<file path="src/hdl/deq_pkg.sv">
// Shared types, constants and index helpers for the double-ended queue.
// No dependencies; used by the interfaces and all queue modules.
`default_nettype none

package deq_pkg;

  localparam int unsigned DEPTH  = 8;
  localparam int unsigned IDX_W  = (DEPTH > 1) ? $clog2(DEPTH) : 1;
  localparam int unsigned CNT_W  = $clog2(DEPTH + 1);
  localparam int unsigned VAL_W  = 32;
  localparam int unsigned CMD_W  = 2;
  localparam int unsigned STAT_W = 2;
  localparam int unsigned FILL_W = 4;

  typedef logic [IDX_W-1:0]        idx_t;
  typedef logic [CNT_W-1:0]        cnt_t;
  typedef logic signed [VAL_W-1:0] word_t;
  typedef logic [FILL_W-1:0]       fill_t;

  typedef enum logic [CMD_W-1:0] {
    CMD_PUSH_FRONT = 2'd0,
    CMD_POP_FRONT  = 2'd1,
    CMD_PUSH_BACK  = 2'd2,
    CMD_POP_BACK   = 2'd3
  } cmd_e;

  typedef enum logic [STAT_W-1:0] {
    ST_DONE  = 2'd0,
    ST_FULL  = 2'd1,
    ST_EMPTY = 2'd2
  } status_e;

  typedef struct packed {
    logic accept;
    logic load;
  } dp_ctrl_t;

  localparam cnt_t       DEPTH_CNT  = CNT_W'(DEPTH);
  localparam logic [IDX_W:0] DEPTH_WIDE = (IDX_W + 1)'(DEPTH);
  localparam idx_t       LAST_IDX   = IDX_W'(DEPTH - 1);

  function automatic idx_t wrap_add(idx_t a, idx_t b);
    logic [IDX_W:0] sum;
    sum = {1'b0, a} + {1'b0, b};
    if (sum >= DEPTH_WIDE) begin
      sum = sum - DEPTH_WIDE;
    end
    return sum[IDX_W-1:0];
  endfunction

  function automatic idx_t wrap_dec(idx_t a);
    idx_t res;
    if (a == '0) begin
      res = LAST_IDX;
    end else begin
      res = a - idx_t'(1);
    end
    return res;
  endfunction

endpackage

`default_nettype wire

</file>
<file path="src/hdl/deq_ifs.sv">
// Command and result channel interfaces of the double-ended queue.
// Depends on deq_pkg.
`default_nettype none

interface deq_in_if;
  logic          valid;
  logic          ready;
  deq_pkg::cmd_e cmd;
  deq_pkg::word_t value;

  modport source (output valid, output cmd, output value, input ready);
  modport sink   (input valid, input cmd, input value, output ready);
endinterface

interface deq_out_if;
  logic             valid;
  logic             ready;
  deq_pkg::word_t   out_value;
  deq_pkg::status_e status;
  deq_pkg::fill_t   fill_count;

  modport source (output valid, output out_value, output status, output fill_count,
                  input ready);
  modport sink   (input valid, input out_value, input status, input fill_count,
                  output ready);
endinterface

`default_nettype wire

</file>
<file path="src/hdl/deq_datapath.sv">
// Queue datapath: slot memory, head pointer, fill count and result register.
// Depends on deq_pkg; driven by deq_ctrl through a dp_ctrl_t command.
`default_nettype none

module deq_datapath (
  input  wire logic              clk_i,
  input  wire logic              rst_ni,
  input  deq_pkg::dp_ctrl_t      ctrl_i,
  input  deq_pkg::cmd_e          cmd_i,
  input  deq_pkg::word_t         value_i,
  output deq_pkg::word_t         out_value_o,
  output deq_pkg::status_e       status_o,
  output deq_pkg::fill_t         fill_count_o
);

  deq_pkg::word_t   mem [deq_pkg::DEPTH];
  deq_pkg::word_t   rdata_q;
  deq_pkg::idx_t    head_q, head_d;
  deq_pkg::cnt_t    count_q, count_d;
  deq_pkg::status_e pend_status_q, pend_status_d;
  logic             pend_pop_q, pend_pop_d;
  deq_pkg::word_t   out_value_q;
  deq_pkg::status_e out_status_q;
  deq_pkg::fill_t   out_fill_q;

  logic          full, empty, wr_en;
  deq_pkg::idx_t wr_addr, rd_addr;
  deq_pkg::idx_t head_dec, head_inc, back_idx, last_idx;
  deq_pkg::cnt_t count_dec;

  assign full      = (count_q == deq_pkg::DEPTH_CNT);
  assign empty     = (count_q == '0);
  assign count_dec = count_q - deq_pkg::cnt_t'(1);
  assign head_dec  = deq_pkg::wrap_dec(head_q);
  assign head_inc  = deq_pkg::wrap_add(head_q, deq_pkg::idx_t'(1));
  assign back_idx  = deq_pkg::wrap_add(head_q, count_q[deq_pkg::IDX_W-1:0]);
  assign last_idx  = deq_pkg::wrap_add(head_q, count_dec[deq_pkg::IDX_W-1:0]);

  always_comb begin
    head_d        = head_q;
    count_d       = count_q;
    wr_en         = 1'b0;
    wr_addr       = head_q;
    rd_addr       = head_q;
    pend_status_d = deq_pkg::ST_DONE;
    pend_pop_d    = 1'b0;
    case (cmd_i)
      deq_pkg::CMD_PUSH_FRONT: begin
        if (full) begin
          pend_status_d = deq_pkg::ST_FULL;
        end else begin
          wr_en   = 1'b1;
          wr_addr = head_dec;
          head_d  = head_dec;
          count_d = count_q + deq_pkg::cnt_t'(1);
        end
      end
      deq_pkg::CMD_PUSH_BACK: begin
        if (full) begin
          pend_status_d = deq_pkg::ST_FULL;
        end else begin
          wr_en   = 1'b1;
          wr_addr = back_idx;
          count_d = count_q + deq_pkg::cnt_t'(1);
        end
      end
      deq_pkg::CMD_POP_FRONT: begin
        if (empty) begin
          pend_status_d = deq_pkg::ST_EMPTY;
        end else begin
          pend_pop_d = 1'b1;
          rd_addr    = head_q;
          head_d     = head_inc;
          count_d    = count_dec;
        end
      end
      deq_pkg::CMD_POP_BACK: begin
        if (empty) begin
          pend_status_d = deq_pkg::ST_EMPTY;
        end else begin
          pend_pop_d = 1'b1;
          rd_addr    = last_idx;
          count_d    = count_dec;
        end
      end
      default: begin
        pend_status_d = deq_pkg::ST_DONE;
      end
    endcase
  end

  always_ff @(posedge clk_i or negedge rst_ni) begin
    if (!rst_ni) begin
      head_q        <= '0;
      count_q       <= '0;
      pend_pop_q    <= 1'b0;
      pend_status_q <= deq_pkg::ST_DONE;
    end else if (ctrl_i.accept) begin
      head_q        <= head_d;
      count_q       <= count_d;
      pend_pop_q    <= pend_pop_d;
      pend_status_q <= pend_status_d;
    end
  end

  always_ff @(posedge clk_i) begin
    if (ctrl_i.accept) begin
      if (wr_en) begin
        mem[wr_addr] <= value_i;
      end
      rdata_q <= mem[rd_addr];
    end
  end

  always_ff @(posedge clk_i) begin
    if (ctrl_i.load) begin
      out_value_q  <= pend_pop_q ? rdata_q : '0;
      out_status_q <= pend_status_q;
      out_fill_q   <= deq_pkg::fill_t'(count_q);
    end
  end

  assign out_value_o  = out_value_q;
  assign status_o     = out_status_q;
  assign fill_count_o = out_fill_q;

endmodule

`default_nettype wire

</file>
<file path="src/hdl/deq_ctrl.sv">
// Queue controller: accept/execute state machine and result valid flag.
// Depends on deq_pkg; commands deq_datapath through a dp_ctrl_t.
`default_nettype none

module deq_ctrl (
  input  wire logic          clk_i,
  input  wire logic          rst_ni,
  input  wire logic          in_valid_i,
  output logic               in_ready_o,
  output logic               out_valid_o,
  input  wire logic          out_ready_i,
  output deq_pkg::dp_ctrl_t  ctrl_o
);

  typedef enum logic [1:0] {
    S_IDLE = 2'b01,
    S_EXEC = 2'b10
  } state_e;

  state_e state_q, state_d;
  logic   out_valid_q, out_valid_d;
  logic   accept, load;

  assign in_ready_o = (state_q == S_IDLE);
  assign accept     = in_ready_o && in_valid_i;
  assign load       = (state_q == S_EXEC) && (!out_valid_q || out_ready_i);

  always_comb begin
    state_d = state_q;
    case (state_q)
      S_IDLE: begin
        if (accept) begin
          state_d = S_EXEC;
        end
      end
      S_EXEC: begin
        if (load) begin
          state_d = S_IDLE;
        end
      end
      default: begin
        state_d = S_IDLE;
      end
    endcase
  end

  always_comb begin
    out_valid_d = out_valid_q;
    if (load) begin
      out_valid_d = 1'b1;
    end else if (out_ready_i) begin
      out_valid_d = 1'b0;
    end
  end

  always_ff @(posedge clk_i or negedge rst_ni) begin
    if (!rst_ni) begin
      state_q     <= S_IDLE;
      out_valid_q <= 1'b0;
    end else begin
      state_q     <= state_d;
      out_valid_q <= out_valid_d;
    end
  end

  assign out_valid_o   = out_valid_q;
  assign ctrl_o.accept = accept;
  assign ctrl_o.load   = load;

endmodule

`default_nettype wire

</file>
<file path="src/hdl/double_ended_queue.sv">
// Bounded double-ended queue of signed 32-bit words, deq_pkg::DEPTH deep.
// Each command transfer pushes or pops at the front or back and yields
// exactly one result transfer carrying the popped word (zero otherwise),
// a status (done, full, empty) and the fill count after the command.
// Each item passes two steps: one updates the pointers and reads the slot
// memory into its read register, one loads the result register when the
// output is free. The next command is taken once the result is loaded,
// even while it waits on the output. The slot memory needs no clearing.
// Depends on deq_pkg, deq_ifs, deq_ctrl and deq_datapath.
`default_nettype none

module double_ended_queue (
  input  wire logic  clk_i,
  input  wire logic  rst_ni,
  deq_in_if.sink     in_i,
  deq_out_if.source  out_o
);

  deq_pkg::dp_ctrl_t ctrl;

  deq_ctrl u_ctrl (
    .clk_i       (clk_i),
    .rst_ni      (rst_ni),
    .in_valid_i  (in_i.valid),
    .in_ready_o  (in_i.ready),
    .out_valid_o (out_o.valid),
    .out_ready_i (out_o.ready),
    .ctrl_o      (ctrl)
  );

  deq_datapath u_datapath (
    .clk_i        (clk_i),
    .rst_ni       (rst_ni),
    .ctrl_i       (ctrl),
    .cmd_i        (in_i.cmd),
    .value_i      (in_i.value),
    .out_value_o  (out_o.out_value),
    .status_o     (out_o.status),
    .fill_count_o (out_o.fill_count)
  );

endmodule

`default_nettype wire

</file>
<file path="src/flat_wrapper.sv">
// flat-port wrapper written by rule: the top's interface ports become plain ports
module double_ended_queue_flat 
  (clk_i, rst_ni, in_i_valid, in_i_cmd, in_i_value, in_i_ready, out_o_valid, out_o_out_value, out_o_status, out_o_fill_count, out_o_ready);
  deq_in_if in_i_i ();
  deq_out_if out_o_i ();
  input  wire logic clk_i;
  input  wire logic rst_ni;
  input wire logic [$bits(in_i_i.valid)-1:0] in_i_valid;
  input wire logic [$bits(in_i_i.cmd)-1:0] in_i_cmd;
  input wire logic [$bits(in_i_i.value)-1:0] in_i_value;
  output wire logic [$bits(in_i_i.ready)-1:0] in_i_ready;
  output wire logic [$bits(out_o_i.valid)-1:0] out_o_valid;
  output wire logic [$bits(out_o_i.out_value)-1:0] out_o_out_value;
  output wire logic [$bits(out_o_i.status)-1:0] out_o_status;
  output wire logic [$bits(out_o_i.fill_count)-1:0] out_o_fill_count;
  input wire logic [$bits(out_o_i.ready)-1:0] out_o_ready;
  assign in_i_i.valid = in_i_valid;
  assign in_i_i.cmd = in_i_cmd;
  assign in_i_i.value = in_i_value;
  assign in_i_ready = in_i_i.ready;
  assign out_o_valid = out_o_i.valid;
  assign out_o_out_value = out_o_i.out_value;
  assign out_o_status = out_o_i.status;
  assign out_o_fill_count = out_o_i.fill_count;
  assign out_o_i.ready = out_o_ready;
  double_ended_queue u_core (.clk_i(clk_i), .rst_ni(rst_ni), .in_i(in_i_i), .out_o(out_o_i));
endmodule
</file>
<file path="config.mk">
export PLATFORM = sky130hd
export DESIGN_NAME = double_ended_queue_flat
export DESIGN_NICKNAME = d
export VERILOG_FILES = /design/src/hdl/deq_pkg.sv /design/src/hdl/deq_ifs.sv /design/src/hdl/deq_datapath.sv /design/src/hdl/deq_ctrl.sv /design/src/hdl/double_ended_queue.sv /design/src/flat_wrapper.sv
export SDC_FILE = /design/constraint.sdc
export NUM_CORES = 1
export LEC_CHECK = 0
export ABC_CLOCK_PERIOD_IN_PS = 6500
export BUFFER_PORTS_ARGS = -buffer_cell sky130_fd_sc_hd__buf_2
export CAP_MARGIN = 20
export CORE_ASPECT_RATIO = 0.75
export CORE_MARGIN = 4
export CORE_UTILIZATION = 50
export DETAILED_ROUTE_END_ITERATION = 6
export GPL_TIMING_DRIVEN = 1
export PLACE_DENSITY = 0.71
export SLEW_MARGIN = 15
export SYNTH_ARGS = -nofsm -noshare
export SYNTH_HDL_FRONTEND = slang
export SYNTH_SLANG_ARGS = --single-unit
</file>
<file path="constraint.sdc">
create_clock -name clk_i -period 6.5 [get_ports clk_i]
set_input_delay 0.325 -clock clk_i [delete_from_list [all_inputs] [get_ports clk_i]]
set_output_delay 0.325 -clock clk_i [all_outputs]
set_load 0.05 [all_outputs]
</file>
---- Word-level counts from Yosys, hierarchy flattened ----
Memory sizes are Yosys's and may differ from the RTL's. A register that Yosys moved wholly into a read port is not among the register bits.
Index checks and enable logic that the tools add are counted.
word-level totals
  word-level logic and storage cells ...... 76
  memory bits (writable) .................. 256
  bits in registers ....................... 51
  output and inout bits ................... 40
  input bits .............................. 38
  memories ................................ 1
memories
  memory                 words  bits a word  read ports  clocked after memory_dff  wr ports  line                RTL
  u_core.u_datapath.mem  8      32           1           1                         1         deq_datapath.sv:16  deq_pkg::word_t mem [deq_pkg::DEPTH];
operators by class
  add/sub/neg operators ................... 9
  magnitude comparators ................... 3
  mux-type cells .......................... 29
  reductions and logical operators ........ 14
  equality and inequality tests ........... 11
operators by type and width
  operator                                          count
  2-to-1 mux 3 bit                                  9
  >= comparator 4 bit, second input constant        3
  case mux 3 bit (2 select lines)                   2
  subtractor 3 x 1 -> 3 bit, second input constant  4
  2-to-1 mux 1 bit                                  10
  adder 3 x 3 -> 4 bit                              2
  2-to-1 mux 4 bit                                  2
  inequality test 2 bit, second input constant      4
  case mux 2 bit (2 select lines)                   2
  case mux 4 bit (2 select lines)                   1
  == test 2 bit, second input constant              3
  2-to-1 mux 2 bit                                  3
  AND reduction 3 bit                               2
  adder 3 x 1 -> 4 bit, second input constant       1
  adder 4 x 1 -> 4 bit, second input constant       1
  == test 2 x 1 -> 1 bit, second input constant     2
  == test 4 bit, second input constant              1
  logical NOT 4 bit                                 1
  nonzero test 2 bit                                2
  OR reduction 2 bit                                2
  subtractor 4 x 1 -> 4 bit, second input constant  1
  logical NOT 3 bit                                 1
  logical AND 1 bit                                 2
  logical NOT 2 bit                                 1
  4 further kinds                                   4

---- Longest topological paths before layout ----
Gate-level depths: netlist of run 1.
  depth after elaboration ................. 6
  gate-level depth with buffers ........... 10
  depth with buffers taken out ............ 9

---- Hierarchy ----
From an unflattened synthesis of run 1, not the netlist that was laid out.
second synthesis, totals
  cells, all modules ...................... 793
  area, all modules ....................... 12901.1 µm²
by module, submodules not included
  module        area each (µm²)  cells each  seq. area each (µm²)  times used
  deq_datapath  12756.0          780         10039.6               1
  deq_ctrl      145.1            13          76.3                  1

---- Least setup slack after synthesis of run 1 ----
No wires, ideal clock.
  kind .................................... reg-to-reg
  start point ............................. reg u_core.u_ctrl.state_q[0]
  end point ............................... mem u_core.u_datapath.mem[1][0] (netlist bit) (enable)
  library setup time ...................... 461 ps
  required time ........................... 6039 ps
  cell stages (with the launch flop) ...... 7
  path slack .............................. 1808 ps
  path buffers ............................ 1
  data arrival time ....................... 4231 ps
  period minus slack after synthesis ...... 4692 ps
  cells stage by stage .................... dfstp_2 -> nor2b_1 -> nand2_1 -> clkbuf_1 -> nor3_1 -> nand2b_1 -> nor3_1
on the way
  longest elaborated chain between the ends .. 4
ends and longest elaborated chain
  item                                    line                 RTL
  start: declaration                      deq_ctrl.sv:20       state_e state_q, state_d;
  start signal: assignment                deq_ctrl.sv:61       state_q <= state_d;
  == test 2 x 1 -> 1 bit                  deq_ctrl.sv:24       assign in_ready_o = (state_q == S_IDLE);
  named net in_i_ready                    flat_wrapper.sv:11   output wire logic [$bits(in_i_i.ready)-1:0] in_i_ready;
  logical AND 1 bit                       deq_ctrl.sv:25       assign accept = in_ready_o && in_valid_i;
  2-to-1 mux 1 bit                        deq_datapath.sv:107  if (ctrl_i.accept) begin
  2-to-1 mux 1 bit (implied by the code)  deq_datapath.sv:109  mem[wr_addr] <= value_i;
  end: declaration                        deq_datapath.sv:16
The timed path passes the listed nets, and every way through them passes these cells.

---- Final worst setup path of run 1 ----
  start point ............................. reg u_core.u_datapath.count_q[0]
  end point ............................... reg u_core.u_datapath.rdata_q[14], read port of u_core.u_datapath.mem (data pin)
on the way
  longest elaborated chain between the ends .. 6
  elaborated cells on any way between the ends .. 8
  those cells by class .................... 3 x add/sub; 1 x order compare; 3 x mux; 1 x reduce/logical
ends and longest elaborated chain
  item                                                                     line                          RTL
  start: declaration                                                       deq_datapath.sv:19            deq_pkg::cnt_t count_q, count_d;
  start signal: assignment                                                 deq_datapath.sv:100           count_q <= count_d;
  subtractor 4 x 1 -> 4 bit                                                deq_datapath.sv:33            assign count_dec = count_q - deq_pkg::cnt_t'(1);
  adder 3 x 3 -> 4 bit                                                     deq_pkg.sv:44                 sum = {1'b0, a} + {1'b0, b};
  >= comparator 4 bit / subtractor 3 x 1 -> 3 bit (equally long branches)  deq_pkg.sv:45, deq_pkg.sv:46
  2-to-1 mux 3 bit                                                         deq_pkg.sv:45                 if (sum >= DEPTH_WIDE) begin
  2-to-1 mux 3 bit (*)                                                     deq_datapath.sv:78            if (empty) begin
  2-to-1 mux 3 bit (*)                                                     -
  end: declaration                                                         deq_datapath.sv:17            deq_pkg::word_t rdata_q;
Every way passes the cells marked *; elsewhere a longest branch is shown, timed or not.
A chain may end at the register's enable or synchronous reset.

==> results of run 1 <==
area by class of cell:
class / instances / area, um^2 / share of cell area, %
timing repair buffer: 92 / 498 / 3.26
inverter: 9 / 33.8 / 0.221
sequential: 339 / 10100 / 66.2
tap: 344 / 430 / 2.82
clock inverter: 16 / 150 / 0.983
antenna: 1 / 2.50 / 0.0164
multi-input combinational: 288 / 3080 / 20.2
clock buffer: 43 / 958 / 6.28
layer usage:
metal	GRT usage [%]	share of wire (%)
met4	3.88	1.7
met1	25.3	44
met5	0	0.051
met2	28.6	49
met3	3.15	5.2
worst max-delay path by stage:
stage | cells past startpoint | slack [ps] | endpoint
6_report | 8 | 2700 | u_core.u_datapath.rdata_q[14]
5_1_grt | 8 | 2510 | u_core.u_datapath.rdata_q[26]
4_1_cts | 8 | 2680 | u_core.u_datapath.rdata_q[26]
3_5_place_dp | 8 | 2670 | u_core.u_datapath.rdata_q[26]
3_3_place_gp | 8 | 2810 | u_core.u_datapath.rdata_q[24]
2_1_floorplan | 6 | 1810 | u_core.u_datapath.mem[1][0]
repair_timing:
item | 4_1_cts | 5_1_grt
setup buffers | 0 | 0
hold buffers | 1 | 0
hold endpoints to repair | 13 | 0
flip-flops by register name, indices dropped and copies added, names as in the netlist:
signal                           flops
u_core.u_datapath.status_o           2
u_core.u_datapath.mem              256
u_core.u_datapath.count_q            4
u_core.u_datapath.pend_status_q      2
u_core.u_ctrl.state_q                2
u_core.u_ctrl.out_valid_o            1
u_core.u_datapath.out_value_o       32
u_core.u_datapath.head_q             3
u_core.u_datapath.rdata_q           32
u_core.u_datapath.fill_count_o       4
u_core.u_datapath.pend_pop_q         1
through the flow:
stage / cell area (um^2) / power (W) / hold WS (ps) / util, %
after floorplan: 13300 / 0.00441 / 29.4 / -
after global placement: 14100 / 0.00471 / 232 / 54.2
after detailed placement: 14100 / 0.00480 / 245 / 54.2
after CTS: 15300 / 0.00675 / 70.4 / 58.5
after global routing: 15300 / 0.00701 / 75.4 / 58.5
final: 15300 / 0.00667 / 93.1 / 58.5
cell usage in the layout (no fill, tap or decap), types with 6 or more instances in the layout:
cell       netlist  layout
and2_1          32      32
buf_2           14      77
buf_4            3      13
clkbuf_16        0      37
clkinv_1         0       7
dfrtp_1         12      12
edfxtp_1       326     326
ha_1             7       7
inv_1            9       8
mux2_1          26      26
mux2_2         104     104
mux4_2          32      32
nand2_1         15      15
nor2_1           6       6
nor3_2           0       8
o21ai_0         11      11
cell families (layout without fill, tap and decap cells):
logic type      after synthesis  count (layout)  synth area share (%)
flops                       339             339                  75.8
buf+inv                      40             160                  1.51
xor+xnor                      8               8                 0.525
compound gates               27              27                  1.24
mux                         164             164                  16.6
simple gates                 80              80                  3.42
fa+ha+maj                     9               9                 0.956
other cells                   0               1                     0
power by group:
part           total [W]  switching (W)  internal (W)
registers        0.00279      0.0000905       0.00270
logic            0.00195       0.000967      0.000986
clock network    0.00193       0.000771       0.00116
==> impl_results.md, run 1 <==
- Buffer levels on the longest clock path: 3
- Critical path data required time: 6730 ps
- Clock-pin transition on the worst setup and hold timing paths: 60 ps
- Fin cells: between 1000 and 1500
- Syn avg cell area: ~20 um^2
- Critical Path Start Type: flop
- Pwr per Cell Area: about 440 mW/mm^2
- Peak VDD IR: around 0.32 mV
- Register-to-register setup slack: 2700 ps
- Worst Path Arrival: around 4000 ps
- Mapped Area: roughly 0.013 mm^2
- CTS root buffer: clkbuf_16
- Worst-case hold path end point: u_core.u_datapath.mem[0][9]
- Synthesis warning total: 0
- Most common cell type on the critical path: inv_1
- Count of final setup violators: 0
- Sum of negative setup slack: 0 ps
- Asr flop ratio synth: under 10%
- Dominant synthesized flop cell: edfxtp_1
- Capture instance of the worst register-to-register path: u_core.u_datapath.rdata_q[14]
- Post-synthesis to final-layout area growth: 14.4%
- Worst setup EP type: flop
- Drt initial violations: 539
- Kind of cell adding the most delay to the critical path: multiplexers
- Number of design rule violations left after detail routing: 0
- Fraction of layout instances using a drive strength above 1: a little under two fifths
- Number of clock sinks: roughly 340
- Max capacitance violation total: 0
- Critical-path top delay cell: mux2_4
- Worst Hold Depth: 1
- Total congestion overflow: 0
- Wire per inst: 22.5 um
- Min cycle time layout: between 3000 and 4000 ps
- Worst R2R Start: u_core.u_datapath.count_q[0]
- Wirelength, routed: around 25000 um
- DRT Pass-1 Iters: 5
- Port Buf Inserts: between 70 and 80
- Most common cell in the netlist: edfxtp_1
- Leak Pwr: between 5 and 6 nW
- Number of vias after detailed routing: ~6300
- Width of the die: 197 um
- Transition time at the pin with the least slew margin: between 1000 and 1500 ps
- Number of synthesized register bits: 339
- Final number of hold-violating endpoints: 0
- Vertical extent of the die: around 150 um
- Mapped Nets: around 710
- Worst setup path startpoint: u_core.u_datapath.count_q[0]
- Final RePlAce weighted congestion: 0.781
- Max-slew headroom at the worst pin: between 20% and 30%
- Post-cts resize count: 0
- Vias in the first global route: around 6700
- Top cells by area, synth: edfxtp_1 (73%), mux2_2 (8.8%), mux4_2 (5.4%), dfrtp_1 (2.2%), mux2_1 (2.2%)
- First-pass GRT wire length: just under 40000 um
- Worst Reg-to-Reg Cells: 8
- CP Buf/Inv Count: 3
- Hold crit path type: primary input to flop
- Nets: 811
- Post-route fraction of the period consumed by the critical path: between 50% and 60%
- Clock Latency Late Sink: ~500 ps
- Post-synth top area share: approximately three quarters
- Portion of the post-synthesis area used by sequential elements: between 70 and 80%
- Initial core utilization: 51.1%
- Maximum number of pins on one net before global-route repair: a little under 60
- Maximum clock frequency: around 260 MHz
- Top-Level Pins: between 70 and 80
- Post-synthesis cell count: about 670
- Cell accounting for the most synthesized area: edfxtp_1
- Unique cell type count in the Yosys netlist: 41
- Min setup slack post-route: between 2000 and 3000 ps
- Initial antenna violation count: 1
- DP Wirelength: 13500 um
- Status: finished, final reports clean
- Number of max-slew violations in the final report: 0
- Placement row count: a little over 50
- Residual antenna-violating net count after detailed routing: 0
- Highest fanout seen on the critical path: 58
- FILL cells: ~1900
- Cell count after placement: approximately 1100
- Most numerous cell types in the synthesized netlist: edfxtp_1 (326), mux2_2 (104), and2_1 (32), mux4_2 (32), mux2_1 (26)
- Total GRT Usage: between 15 and 20%
- Placeable core region: 0.0261 mm^2
- Setup repair after global routing missed its margin: no
- Hold Crit Start: in_i_value[9]
- H-Tree Level Count: 2
- Highest cell delay on the worst timing path: 660 ps
- Crit-path cells: inv_1 > ha_1 > inv_1 > fa_1 > mux2_4 > buf_4 > mux2_2 > mux4_2
- TritonCTS Buffers: 34
- Total Die Area: just under 0.03 mm^2
- Clock tree from TritonCTS: yes
- Post-synth EDFFs: 326
- Post-placement worst setup slack: 2670 ps
- Average vias per placed instance: 5.58
- Kind of critical path: flop to flop
- Post-Route Skew: approximately 11 ps
Power figures use the tool's default switching activity.
==> inputs of run 2 (changes only) <==
--- a/config.mk
+++ b/config.mk
@@ -5,7 +5,8 @@
 export SDC_FILE = /design/constraint.sdc
 export NUM_CORES = 1
 export LEC_CHECK = 0
-export ABC_CLOCK_PERIOD_IN_PS = 6500
+export ABC_AREA = 1
+export ABC_CLOCK_PERIOD_IN_PS = 3580
 export BUFFER_PORTS_ARGS = -buffer_cell sky130_fd_sc_hd__buf_2
 export CAP_MARGIN = 20
 export CORE_ASPECT_RATIO = 0.75
@@ -13,7 +14,7 @@
 export CORE_UTILIZATION = 50
 export DETAILED_ROUTE_END_ITERATION = 6
 export GPL_TIMING_DRIVEN = 1
-export PLACE_DENSITY = 0.71
+export PLACE_DENSITY = 0.7
 export SLEW_MARGIN = 15
 export SYNTH_ARGS = -nofsm -noshare
 export SYNTH_HDL_FRONTEND = slang
==> constraint.sdc (replaced) <==
create_clock -name clk_i -period 3.58 [get_ports clk_i]
set_input_delay 0.179 -clock clk_i [delete_from_list [all_inputs] [get_ports clk_i]]
set_output_delay 0.179 -clock clk_i [all_outputs]
set_load 0.05 [all_outputs]
==> run 2 against run 1 <==
- global-route usage up 2.6 points
- clock-buffer cell count down 1
- worst setup slack worse by 2100 ps
- flip-flop and latch count unchanged
- clock skew about the same
- critical path type unchanged
- sequential power up 84%
- final cell count up 69%
- hold slack worse by 0.93 ps
- highest routed layer is now met4
==> impl_results.md, run 2 <==
- Status: finished, final reports clean
- Port Buf Inserts: between 70 and 80
- Worst Reg-to-Reg Cells: 10
- Highest cell delay on the worst timing path: 450 ps
- Placeable core region: a little under 0.03 mm^2
- Total power of the final layout: 0.0132 W
- Area of the multi-input gates: about 0.0034 mm^2
- Post-synthesis to final-layout area growth: 15.2%
- Number of max-slew violations in the final report: 0
- Final RePlAce weighted congestion: about 0.86
- FILL cells: 2371
- Post-synth top area share: 65.7%
- Leak Pwr: between 7 and 8 nW
- Most common cell after layout, fill and taps aside: nand2_1
- Residual antenna-violating net count after detailed routing: 0
- Flip-flop count of the largest register, all copies and words added: around 260
- Asr flop ratio synth: under 10%
- Synthesis warning total: 0
- CTS root buffer: clkbuf_16
- Vias in the first global route: 9726
- Width of the die: approximately 210 um
- Setup repair after global routing missed its margin: no
- Max-slew headroom at the worst pin: 32.1%
- Mapped Nets: about 1400
- Dominant synthesized flop cell: edfxtp_1
- Initial core utilization: around half
- Pwr per Cell Area: around 770 mW/mm^2
- Transition time at the pin with the least slew margin: 1020 ps
- Min cycle time layout: a little under 3000 ps
- Post-synthesis cell count: roughly 1400
- Worst setup EP type: flop
- Antenna diodes: 0
- Footprint of the flip-flops and latches: slightly above 0.01 mm^2
- Wirelength, routed: approximately 33000 um
- Average vias per placed instance: around 5
- Cell accounting for the most synthesized area: edfxtp_1
- Critical path data required time: roughly 3700 ps
- Met1 GRT Util: 27.7%
- Sum of negative setup slack: 0 ps
- Number of vias after detailed routing: 9837
- Maximum number of pins on one net before global-route repair: 97
- Top-Level Pins: 78
- Unique cell type count in the Yosys netlist: 35
- Hold crit path type: primary input to asynchronous set/reset pin
- Clock tree from TritonCTS: yes
- Global-route track usage on met2: ~33%
- Total GRT Usage: roughly a fifth
- Most numerous cell types in the synthesized netlist: nand2_1 (333), edfxtp_1 (326), inv_1 (283), nand3_1 (264), buf_2 (41)
- Highest fanout seen on the critical path: 32
- Global route hottest layer: met2
- Routing usage on met3: under 10%
- Initial antenna violation count: 0
- TritonCTS Buffers: 35
- Drt initial violations: just under 900
- Nets: 1543
- Post-cts resize count: 0
- Commonest cells after routing, fill and taps aside: nand2_1 (332), edfxtp_1 (326), inv_1 (283)
- Maximum clock frequency: about 340 MHz
- H-Tree Level Count: 2
- First-pass GRT wire length: between 50000 and 60000 um
- Peak VDD IR: ~0.6 mV
- Number of synthesized register bits: around 340
- Worst Path Arrival: slightly above 3000 ps
- Placement row count: 54
- Clock Latency Late Sink: 520 ps
- Top cells by area, synth: edfxtp_1 (66%), nand3_1 (8.9%), nand2_1 (8.4%), inv_1 (7.1%), dfrtp_1 (2.0%)
- Max capacitance violation total: 0
- Worst setup path startpoint: u_core.u_datapath.count_q[0]
- Critical-path top delay cell: buf_4
- Number of design rule violations left after detail routing: 0
- Final number of hold-violating endpoints: 0
- Portion of the post-synthesis area used by sequential elements: between 60% and 70%
- Kind of critical path: flop to flop
- Finished Cell Area: 0.0172 mm^2
- DP Wirelength: ~18000 um
- Register name with the most flops: u_core.u_datapath.mem
- Critical Path Start Type: flop
- Final cell utilization of the core: slightly below 60%
- Post-route fraction of the period consumed by the critical path: about 82%
- Most common cell in the netlist: nand2_1
- Syn avg cell area: ~11 um^2
- Hold WS: between 90 and 100 ps
- Fraction of layout instances using a drive strength above 1: ~11%
- Total Die Area: about 0.033 mm^2
- Total congestion overflow: 0
- Post-synth EDFFs: around 330
- Vertical extent of the die: ~160 um
- Mapped Area: 0.0149 mm^2
- Clock-pin transition on the worst setup and hold timing paths: around 60 ps
- Buffer levels on the longest clock path: 3
- DRT Pass-1 Iters: 6
- Wire per inst: between 15 and 20 um
- Number of clock sinks: approximately 340
- Worst R2R Start: u_core.u_datapath.count_q[0]
- Post-Route Skew: about 11 ps
- Crit-path cells: inv_1 > ha_1 > nand3_2 > inv_1 > nand2_1 > nand2_1 > o21ai_0 > nand3b_1 > nor2_4 > buf_4
- Count of final setup violators: 0
- Cell area after placement: 0.0157 mm^2
run 2: cell families after synthesis:
family                   synth area share, %
buffers and inverters                   9.80
AND/OR/NAND/NOR                         20.3
flip-flops                              67.9
adder cells (fa/ha/maj)                0.857
AO/OA/AOI/OAI                          0.874
XOR/XNOR                               0.294
run 2: layout make-up:
type	instances	area share, %
well taps	392	2.86
clock inverters	18	0.963
multi-input cells	697	19.8
repair buffers	139	5.94
flip-flops and latches	339	59.0
clock buffers	42	5.26
inverters	284	6.21
run 2: through the flow:
step,worst slack (ps),instances
global placement,752,1816
finish,641,1911
CTS,669,1911
global route,397,1911
detailed placement,664,1817
floorplan,-146,1388
run 2: path summary, 6_finish.rpt:
path                                                 end  slack (ps)
setup / recovery            u_core.u_datapath.mem[2][25]         640
hold / removal              u_core.u_datapath.count_q[3]          90
setup reg to reg            u_core.u_datapath.mem[2][25]         640
hold reg to reg            u_core.u_datapath.status_o[1]         450
max in group asynchronous       u_core.u_ctrl.state_q[0]        3200
min in group clk_i          u_core.u_datapath.count_q[1]         160
run 2: metal layers:
metal	up-vias	part of all wire, %
met5	-	0
met4	0	2.5
met3	62	6.2
met2	362	47
met1	4675	44
li1	4738	-
run 2: what timing repair did:
item                                    in CTS  in global routing
hold buffers                                34                  0
endpoints found under the hold margin      270                  0
endpoints found under the setup margin       0                  0
buffers inserted                             0                  0
run 2: critical path: cells and delay by family, from the launching register on:
| family | cells | cell delay (ps) |
|---|---|---|
| compound gates | 1 | 90 |
| fa+ha+maj | 1 | 280 |
| buf+inv | 3 | 740 |
| flops | 1 | 440 |
| simple gates | 5 | 990 |
run 2: power by group:
part	switching, W	internal, W	total [W]
logic	0.00321	0.00137	0.00458
registers	0.000207	0.00492	0.00513
clock network	0.00146	0.00201	0.00347
